$ cat src/rtl/khb_pkg.sv
// Package with the shared types and constants of the key hash bucket index block.
`timescale 1ns / 1ps

package khb_pkg;

    localparam logic [1:0] MODE_PJW = 2'd0;
    localparam logic [1:0] MODE_ADD = 2'd1;
    localparam logic [1:0] MODE_ROT = 2'd2;
    localparam logic [1:0] MODE_FNV = 2'd3;

    localparam logic [3:0] CFG_HASH_MODE    = 4'd0;
    localparam logic [3:0] CFG_BUCKET_COUNT = 4'd1;

    localparam logic [31:0] FNV_OFFSET = 32'h811c9dc5;
    localparam logic [31:0] FNV_PRIME  = 32'h01000193;
    localparam logic [31:0] PJW_TOP    = 32'hf0000000;

    localparam logic [24:0] FOLD_COUNT = 25'd65536;
    localparam logic [24:0] COUNT_RESET = 25'd65536;

    typedef struct packed {
        logic [1:0]  hash_mode;
        logic [24:0] eff_count;
    } t_cfg;

    typedef struct packed {
        logic [31:0] hash;
        logic [31:0] seed;
    } t_key_rec;

endpackage

$ cat src/rtl/khb_if.sv
// Handshake interfaces for the key input, result output and configuration channels.
`timescale 1ns / 1ps

interface khb_in_if;
    logic        valid;
    logic        ready;
    logic [7:0]  data_byte;
    logic [31:0] seed;
    logic        first_of_key;
    logic        last_of_key;
    logic        key_is_empty;

    modport source (output valid, data_byte, seed, first_of_key, last_of_key, key_is_empty,
                    input ready);
    modport sink (input valid, data_byte, seed, first_of_key, last_of_key, key_is_empty,
                  output ready);
endinterface

interface khb_out_if;
    logic        valid;
    logic        ready;
    logic [23:0] bucket_index;

    modport source (output valid, bucket_index, input ready);
    modport sink (input valid, bucket_index, output ready);
endinterface

interface khb_cfg_if;
    logic        valid;
    logic        ready;
    logic [3:0]  index;
    logic [31:0] data;

    modport source (output valid, index, data, input ready);
    modport sink (input valid, index, data, output ready);
endinterface

$ cat src/rtl/key_hash_bucket_index_top.sv
// Top level of the key hash bucket index block: configuration registers and wiring.
// Key bytes are taken one per cycle while the two-entry key queue has room; a full queue
// stalls the input. Once the finisher takes a key, rotating mode masks the folded hash,
// FNV mode runs a multiply step and then folds for 65536 buckets or else runs the
// remainder loop, and the modulo modes run the one-bit-per-cycle remainder loop.
// Synchronous active-low reset empties the queue, clears the hash state and sets
// the hash mode to 0 and the bucket count to 65536.
`timescale 1ns / 1ps

module key_hash_bucket_index_top #(
    parameter int INDEX_BITS = 24
) (
    input  logic     i_clk,
    input  logic     i_rst_n,
    khb_in_if.sink   i_in,
    khb_out_if.source o_out,
    khb_cfg_if.sink  i_cfg
);
    import khb_pkg::*;

    localparam logic [32:0] CAP = 33'd1 << INDEX_BITS;

    logic [1:0]  r_mode;
    logic [24:0] r_count;
    logic [32:0] w_count_wide;
    logic [32:0] w_eff_wide;
    t_cfg        w_cfg;
    logic        w_push;
    logic        w_pop;
    logic        w_full;
    logic        w_q_valid;
    t_key_rec    w_push_rec;
    t_key_rec    w_pop_rec;

    assign i_cfg.ready = 1'b1;

    always_ff @(posedge i_clk) begin
        if (!i_rst_n) begin
            r_mode  <= MODE_PJW;
            r_count <= COUNT_RESET;
        end else if (i_cfg.valid) begin
            if (i_cfg.index == CFG_HASH_MODE) begin
                r_mode <= i_cfg.data[1:0];
            end else if (i_cfg.index == CFG_BUCKET_COUNT) begin
                r_count <= i_cfg.data[24:0];
            end
        end
    end

    assign w_count_wide = {8'd0, r_count};

    always_comb begin
        if (w_count_wide == 33'd0) begin
            w_eff_wide = 33'd1;
        end else if (w_count_wide > CAP) begin
            w_eff_wide = CAP;
        end else begin
            w_eff_wide = w_count_wide;
        end
    end

    assign w_cfg.hash_mode = r_mode;
    assign w_cfg.eff_count = w_eff_wide[24:0];

    khb_front u_front (
        .i_clk   (i_clk),
        .i_rst_n (i_rst_n),
        .i_in    (i_in),
        .i_cfg   (w_cfg),
        .i_full  (w_full),
        .o_push  (w_push),
        .o_rec   (w_push_rec)
    );

    khb_queue u_queue (
        .i_clk   (i_clk),
        .i_rst_n (i_rst_n),
        .i_push  (w_push),
        .i_rec   (w_push_rec),
        .i_pop   (w_pop),
        .o_valid (w_q_valid),
        .o_full  (w_full),
        .o_rec   (w_pop_rec)
    );

    khb_back u_back (
        .i_clk     (i_clk),
        .i_rst_n   (i_rst_n),
        .i_cfg     (w_cfg),
        .i_q_valid (w_q_valid),
        .i_rec     (w_pop_rec),
        .o_pop     (w_pop),
        .o_out     (o_out)
    );

endmodule

$ cat src/rtl/khb_front.sv
// Front end: accepts key bytes, runs the per-byte mixing and queues finished keys.
`timescale 1ns / 1ps

module khb_front (
    input  logic              i_clk,
    input  logic              i_rst_n,
    khb_in_if.sink            i_in,
    input  khb_pkg::t_cfg     i_cfg,
    input  logic              i_full,
    output logic              o_push,
    output khb_pkg::t_key_rec o_rec
);
    import khb_pkg::*;

    logic [31:0] r_hash;
    logic [31:0] r_seed;
    logic [31:0] n_hash;
    logic [31:0] n_seed;
    logic [31:0] w_start;
    logic [31:0] w_base;
    logic [31:0] w_mixed;
    logic [31:0] w_pjw;
    logic [31:0] w_prod;
    logic        w_accept;

    assign i_in.ready = !i_full;
    assign w_accept   = i_in.valid && !i_full;

    assign w_start = (i_cfg.hash_mode == MODE_FNV) ? FNV_OFFSET : i_in.seed;
    assign w_base  = i_in.first_of_key ? w_start : r_hash;
    assign w_pjw   = (w_base << 4) + {24'd0, i_in.data_byte};
    assign w_prod  = w_base * FNV_PRIME;

    always_comb begin
        case (i_cfg.hash_mode)
            MODE_PJW: w_mixed = w_pjw ^ ((w_pjw & PJW_TOP) >> 24) ^ (w_pjw & PJW_TOP);
            MODE_ADD: w_mixed = w_base + {24'd0, i_in.data_byte};
            MODE_ROT: w_mixed = (w_base << 4) ^ (w_base >> 28) ^ {24'd0, i_in.data_byte};
            default:  w_mixed = w_prod ^ {24'd0, i_in.data_byte};
        endcase
    end

    always_comb begin
        n_hash = r_hash;
        n_seed = r_seed;
        if (w_accept) begin
            if (i_in.key_is_empty) begin
                n_hash = w_start;
                n_seed = i_in.seed;
            end else begin
                n_hash = w_mixed;
                if (i_in.first_of_key) begin
                    n_seed = i_in.seed;
                end
            end
        end
    end

    always_ff @(posedge i_clk) begin
        if (!i_rst_n) begin
            r_hash <= '0;
            r_seed <= '0;
        end else begin
            r_hash <= n_hash;
            r_seed <= n_seed;
        end
    end

    assign o_push     = w_accept && (i_in.last_of_key || i_in.key_is_empty);
    assign o_rec.hash = n_hash;
    assign o_rec.seed = n_seed;

endmodule

$ cat src/rtl/khb_queue.sv
// Short queue of finished keys between the front end and the finisher.
`timescale 1ns / 1ps

module khb_queue (
    input  logic              i_clk,
    input  logic              i_rst_n,
    input  logic              i_push,
    input  khb_pkg::t_key_rec i_rec,
    input  logic              i_pop,
    output logic              o_valid,
    output logic              o_full,
    output khb_pkg::t_key_rec o_rec
);
    import khb_pkg::*;

    localparam int DEPTH = 2;
    localparam int PTR_W = $clog2(DEPTH);

    t_key_rec         r_mem [DEPTH];
    logic [PTR_W-1:0] r_wr_ptr;
    logic [PTR_W-1:0] r_rd_ptr;
    logic [PTR_W:0]   r_count;

    assign o_valid = (r_count != '0);
    assign o_full  = (r_count == (PTR_W + 1)'(DEPTH));
    assign o_rec   = r_mem[r_rd_ptr];

    always_ff @(posedge i_clk) begin
        if (i_push) begin
            r_mem[r_wr_ptr] <= i_rec;
        end
    end

    always_ff @(posedge i_clk) begin
        if (!i_rst_n) begin
            r_wr_ptr <= '0;
            r_rd_ptr <= '0;
            r_count  <= '0;
        end else begin
            if (i_push) begin
                r_wr_ptr <= (r_wr_ptr == PTR_W'(DEPTH - 1)) ? '0 : r_wr_ptr + 1'b1;
            end
            if (i_pop) begin
                r_rd_ptr <= (r_rd_ptr == PTR_W'(DEPTH - 1)) ? '0 : r_rd_ptr + 1'b1;
            end
            if (i_push && !i_pop) begin
                r_count <= r_count + 1'b1;
            end else if (!i_push && i_pop) begin
                r_count <= r_count - 1'b1;
            end
        end
    end

    a_no_push_full: assert property (@(posedge i_clk) disable iff (!i_rst_n)
        o_full |-> !i_push)
        else $error("Item pushed into a full key queue.");

    a_no_pop_empty: assert property (@(posedge i_clk) disable iff (!i_rst_n)
        !o_valid |-> !i_pop)
        else $error("Item popped from an empty key queue.");

endmodule

$ cat src/rtl/khb_back.sv
// Finisher: final FNV step, bit-serial remainder, fold or mask, and the result register.
`timescale 1ns / 1ps

module khb_back (
    input  logic              i_clk,
    input  logic              i_rst_n,
    input  khb_pkg::t_cfg     i_cfg,
    input  logic              i_q_valid,
    input  khb_pkg::t_key_rec i_rec,
    output logic              o_pop,
    khb_out_if.source         o_out
);
    import khb_pkg::*;

    localparam logic [1:0] S_IDLE = 2'd0;
    localparam logic [1:0] S_MUL  = 2'd1;
    localparam logic [1:0] S_DIV  = 2'd2;
    localparam logic [1:0] S_DONE = 2'd3;

    logic [1:0]  r_state;
    logic [31:0] r_h;
    logic [31:0] r_seed;
    logic [24:0] r_rem;
    logic [4:0]  r_step;
    logic [24:0] r_res;
    logic        r_out_valid;
    logic [23:0] r_out_data;

    logic [31:0] w_fold;
    logic [31:0] w_fnv;
    logic [25:0] w_rem_sh;
    logic [25:0] w_diff;
    logic [24:0] w_rem_next;
    logic        w_out_free;

    assign w_fold     = i_rec.hash ^ (i_rec.hash >> 10) ^ (i_rec.hash >> 20);
    assign w_fnv      = (r_h * FNV_PRIME) ^ r_seed;
    assign w_rem_sh   = {r_rem, r_h[31]};
    assign w_diff     = w_rem_sh - {1'b0, i_cfg.eff_count};
    assign w_rem_next = (w_rem_sh >= {1'b0, i_cfg.eff_count}) ? w_diff[24:0] : w_rem_sh[24:0];
    assign w_out_free = !r_out_valid || o_out.ready;
    assign o_pop      = (r_state == S_IDLE) && i_q_valid;

    always_ff @(posedge i_clk) begin
        if (!i_rst_n) begin
            r_out_valid <= 1'b0;
        end else if ((r_state == S_DONE) && w_out_free) begin
            r_out_valid <= 1'b1;
        end else if (o_out.ready) begin
            r_out_valid <= 1'b0;
        end
    end

    always_ff @(posedge i_clk) begin
        if (!i_rst_n) begin
            r_state <= S_IDLE;
        end else begin
            case (r_state)
                S_IDLE: begin
                    if (i_q_valid) begin
                        r_h    <= i_rec.hash;
                        r_seed <= i_rec.seed;
                        r_rem  <= '0;
                        r_step <= '0;
                        if (i_cfg.hash_mode == MODE_FNV) begin
                            r_state <= S_MUL;
                        end else if (i_cfg.hash_mode == MODE_ROT) begin
                            r_res   <= w_fold[24:0] & (i_cfg.eff_count - 25'd1);
                            r_state <= S_DONE;
                        end else begin
                            r_state <= S_DIV;
                        end
                    end
                end
                S_MUL: begin
                    r_h <= w_fnv;
                    if (i_cfg.eff_count == FOLD_COUNT) begin
                        r_res   <= {9'd0, w_fnv[31:16] ^ w_fnv[15:0]};
                        r_state <= S_DONE;
                    end else begin
                        r_state <= S_DIV;
                    end
                end
                S_DIV: begin
                    r_rem  <= w_rem_next;
                    r_h    <= {r_h[30:0], 1'b0};
                    r_step <= r_step + 5'd1;
                    if (r_step == 5'd31) begin
                        r_res   <= w_rem_next;
                        r_state <= S_DONE;
                    end
                end
                default: begin
                    if (w_out_free) begin
                        r_out_data <= r_res[23:0];
                        r_state    <= S_IDLE;
                    end
                end
            endcase
        end
    end

    assign o_out.valid        = r_out_valid;
    assign o_out.bucket_index = r_out_data;

    a_pop_leaves_idle: assert property (@(posedge i_clk) disable iff (!i_rst_n)
        o_pop |=> (r_state != S_IDLE))
        else $error("Finisher stayed idle after taking a key.");

    a_result_from_done: assert property (@(posedge i_clk) disable iff (!i_rst_n)
        $rose(r_out_valid) |-> ($past(r_state) == S_DONE))
        else $error("Result raised outside the done state.");

    a_div_steps: assert property (@(posedge i_clk) disable iff (!i_rst_n)
        (r_state == S_DIV && r_step == 5'd31) |=> (r_state == S_DONE))
        else $error("Remainder did not finish after 32 steps.");

endmodule

$ cat src/flat_wrapper.sv
// flat-port wrapper written by rule: the top's interface ports become plain ports
module key_hash_bucket_index_top_flat import khb_pkg::*;
#(
    parameter int INDEX_BITS = 24
)
  (i_clk, i_rst_n, i_in_valid, i_in_data_byte, i_in_seed, i_in_first_of_key, i_in_last_of_key, i_in_key_is_empty, i_in_ready, o_out_valid, o_out_bucket_index, o_out_ready, i_cfg_valid, i_cfg_index, i_cfg_data, i_cfg_ready);
  khb_in_if i_in_i ();
  khb_out_if o_out_i ();
  khb_cfg_if i_cfg_i ();
  input  logic i_clk;
  input  logic i_rst_n;
  input wire logic [$bits(i_in_i.valid)-1:0] i_in_valid;
  input wire logic [$bits(i_in_i.data_byte)-1:0] i_in_data_byte;
  input wire logic [$bits(i_in_i.seed)-1:0] i_in_seed;
  input wire logic [$bits(i_in_i.first_of_key)-1:0] i_in_first_of_key;
  input wire logic [$bits(i_in_i.last_of_key)-1:0] i_in_last_of_key;
  input wire logic [$bits(i_in_i.key_is_empty)-1:0] i_in_key_is_empty;
  output wire logic [$bits(i_in_i.ready)-1:0] i_in_ready;
  output wire logic [$bits(o_out_i.valid)-1:0] o_out_valid;
  output wire logic [$bits(o_out_i.bucket_index)-1:0] o_out_bucket_index;
  input wire logic [$bits(o_out_i.ready)-1:0] o_out_ready;
  input wire logic [$bits(i_cfg_i.valid)-1:0] i_cfg_valid;
  input wire logic [$bits(i_cfg_i.index)-1:0] i_cfg_index;
  input wire logic [$bits(i_cfg_i.data)-1:0] i_cfg_data;
  output wire logic [$bits(i_cfg_i.ready)-1:0] i_cfg_ready;
  assign i_in_i.valid = i_in_valid;
  assign i_in_i.data_byte = i_in_data_byte;
  assign i_in_i.seed = i_in_seed;
  assign i_in_i.first_of_key = i_in_first_of_key;
  assign i_in_i.last_of_key = i_in_last_of_key;
  assign i_in_i.key_is_empty = i_in_key_is_empty;
  assign i_in_ready = i_in_i.ready;
  assign o_out_valid = o_out_i.valid;
  assign o_out_bucket_index = o_out_i.bucket_index;
  assign o_out_i.ready = o_out_ready;
  assign i_cfg_i.valid = i_cfg_valid;
  assign i_cfg_i.index = i_cfg_index;
  assign i_cfg_i.data = i_cfg_data;
  assign i_cfg_ready = i_cfg_i.ready;
  key_hash_bucket_index_top #(.INDEX_BITS(INDEX_BITS)) u_core (.i_clk(i_clk), .i_rst_n(i_rst_n), .i_in(i_in_i), .o_out(o_out_i), .i_cfg(i_cfg_i));
endmodule
$ cat config.mk
export PLATFORM = sky130hd
export DESIGN_NAME = key_hash_bucket_index_top_flat
export DESIGN_NICKNAME = d
export VERILOG_FILES = /design/src/rtl/khb_pkg.sv /design/src/rtl/khb_if.sv /design/src/rtl/key_hash_bucket_index_top.sv /design/src/rtl/khb_front.sv /design/src/rtl/khb_queue.sv /design/src/rtl/khb_back.sv /design/src/flat_wrapper.sv
export SDC_FILE = /design/constraint.sdc
export NUM_CORES = 2
export LEC_CHECK = 0
export BUFFER_PORTS_ARGS = -buffer_cell sky130_fd_sc_hd__buf_2
export CORE_ASPECT_RATIO = 1.75
export CORE_MARGIN = 2
export CORE_UTILIZATION = 40
export DETAILED_ROUTE_END_ITERATION = 6
export GPL_TIMING_DRIVEN = 1
export PLACE_DENSITY_LB_ADDON = 0.25
export SLEW_MARGIN = 20
export SYNTH_ARGS = -nofsm -noshare
export SYNTH_HDL_FRONTEND = slang
export SYNTH_SLANG_ARGS = --single-unit
$ cat constraint.sdc
create_clock -name i_clk -period 8.51 [get_ports i_clk]
set_clock_uncertainty 0.05 [all_clocks]
set_input_delay 0 -clock i_clk [delete_from_list [all_inputs] [get_ports i_clk]]
set_output_delay 0 -clock i_clk [all_outputs]
set_load 0.005 [all_outputs]
==> metrics <==
status completed; Clk pin slew, worst setup/hold paths 0.06 ns; post-cts resize count 0; unrepaired setup endpoints after global routing false; setup tns final 0 ns; Cell Area, Synth 31420 µm²; Hold Buf Count CTS 61; Synth async-reset ratio 0%; starting density of the core 40.23%; crit end category flop; PortBufs 102; clk_lat worst skew 0.56 ns; Critical Path AT 7.97 ns; # clock sinks 369; Yosys warning total 0; global-route wire length before repair 149.5 mm; CTS tree yes; syn avg cell area 9.852 µm²; Max Root-Sink Buffers 3; wirelength, routed 98.66 mm; dominant cells by area after synthesis edfxtp_1 (26%), ha_1 (16%), fa_1 (9.6%), dfxtp_1 (6.3%), inv_1 (5.0%); library cells used by synthesis 94; max_cap viols 0; die area 80890 µm²; # DRC 0; syn_nets 3819; placed instance area 33180 µm²; Critical-path top delay cell dfxtp_2; crit-path max cell delay 0.66 ns; Post-Syn Instances 3189; num ports 111; Main synth FF type edfxtp_1; Finished Cell Area 34920 µm²; fin crit share 89.04%; vias in the first global route 24980; Via density 5.487; most frequent cells in the layout inv_1 (422), ha_1 (393), edfxtp_1 (270); final setup vio count 0; final core utilization 44.71%; TritonRoute pass-1 iters 6; Req. time, crit path 8.90 ns; crit-path cells and2_1, nor2_1, a21oi_1, ha_1, ha_1, fa_1, ha_1, fa_1, ha_1, inv_1, fa_1, inv_1, ha_1, nand2_1, nor3_1, o21ai_0, a2111oi_0, buf_4, a211oi_1, o41ai_1, xor2_1, a21o_1, and2_1; Antenna Cells 0; final net count 3951; min Tclk post-route 7.577 ns; largest net degree at the start of global routing 61; cell taking the most area after synthesis edfxtp_1; initial antenna violation count 1; layout cell share with drive strength beyond 1 10.22%; crit-path max FO 15; GRT Overall Usage 24.49%; core region area 78100 µm²; die span in y 374.8 µm; number of cells in the finished layout apart from fillers 4381; DR iter-0 viols 1505; vias 24040; # placed instances 4258; GR Overflow Total 0; Synth top area share 25.81%; most used cell, CP ha_1; Die X 215.9 µm; CP startpoint kind flop; Core Rows 136; fillcell total 7583; total CTS buffers 35; Yosys reg bits 369; crit path kind reg2reg; Final Slew Violations 0; Fin. Hold Viols 0; post-CTS setup buffers 0; worst reg2reg path depth 23; sequential area share after synthesis 32.11%; HPWL after DPL 79.52 mm; number of H-tree levels 2; Final ANT Viol Nets 0; most common cell after layout, fill and taps aside inv_1; Syn-to-layout area delta 11.15%; Max Clock Freq 132.0 MHz; number of flops mapped to enable cells by yosys 270; Tightest Pin Transition 1.119 ns; Placer Congestion 0.9744; normalized max-slew margin 25.02%; Root Driver clkbuf_16; hold path cells 4; Avg WL per Cell 22.52 µm; Tightest Hold Check Type in2reg
[cell families (layout without fill, tap and decap cells)]
| logic type | count (synthesis) | count (layout) | share of synthesized area (%) |
|---|---|---|---|
| and+or+nand+nor | 745 | 745 | 11.60 |
| muxes | 128 | 128 | 4.572 |
| AOI/OAI and AO/OA | 616 | 616 | 13.07 |
| adders and majority gates | 546 | 546 | 25.35 |
| buffers and inverters | 549 | 706 | 6.678 |
| DFF | 369 | 369 | 32.11 |
| other | 1 | 1 | 0.01194 |
| xor gates and xnor gates | 235 | 235 | 6.599 |
[worst max-delay path, delay by kind of cell, from the launching register on]
kind | cells | cell delay, ns
AO/OA/AOI/OAI | 6 | 2.38
XOR/XNOR | 1 | 0.12
buffers and inverters | 3 | 0.30
adder cells (fa/ha/maj) | 8 | 3.06
AND/OR/NAND/NOR | 5 | 0.89
flip-flops | 1 | 0.66
[worst paths after layout]
check,startpoint,to,slack (ns)
setup / recovery,u_core.r_mode[1],u_core.u_front.r_hash[30],0.93
hold / removal,i_rst_n,u_core.u_front.r_hash[28],0.05
setup reg to reg,u_core.r_mode[1],u_core.u_front.r_hash[30],0.93
hold reg to reg,u_core.u_back.r_res[6],u_core.u_back.o_out.bucket_index[6],0.37
[Yosys cell counts (73+ instances only)]
cell type  count
inv_1        422
ha_1         395
edfxtp_1     270
nand2_1      210
nor2_1       193
xnor2_1      169
a21oi_1      167
fa_1         151
dfxtp_1       99
o21ai_0       99
clkbuf_1      91
mux2_2        74
and2_1        73
[routing by layer]
| layer | vias up | global-route usage, % | share of wire, % |
|---|---|---|---|
| met5 | - | 0 | 0 |
| met4 | 0 | 18.91 | 9.1 |
| met3 | 292 | 1.598 | 3.2 |
| met2 | 711 | 46.01 | 53 |
| met1 | 11610 | 25.05 | 35 |
| li1 | 11430 | - | - |
[area by class of cell]
type	count	area, µm²	area share [%]
well taps	1035	1295	3.708
multi-input cells	2271	19280	55.20
flip-flops and latches	369	10100	28.91
inverters	429	1610	4.611
clock inverters	23	230.2	0.6593
repair buffers	215	1511	4.328
clock buffers	39	900.9	2.580
[per-stage QoR]
step	worst slack, ns	hold WS (ns)
finish	0.9328	0.04666
global route	0.6153	0.08979
CTS	0.9864	0.05216
detailed placement	1.028	0.1972
global placement	1.132	0.1948
floorplan	2.044	0.07389
[flip-flops by register name, summed over array words and instances (netlist names), named ones only]
name,cells
u_core.u_back.r_step,5
u_core.u_queue.r_rd_ptr,1
u_core.u_back.o_out.valid,1
u_core.u_back.r_rem,25
u_core.u_queue.r_wr_ptr,1
u_core.u_back.r_state,2
u_core.u_queue.r_count,2
u_core.r_mode,2
u_core.r_count,25
u_core.u_front.r_hash,32
u_core.u_back.r_h,32
u_core.u_back.r_seed,32
u_core.u_back.r_res,24
u_core.u_front.r_seed,32
u_core.u_back.o_out.bucket_index,24
u_core.u_queue.r_mem,128
Power is not shown: default switching activity piles up to over one toggle a cycle in this logic, so the estimate is an artifact.
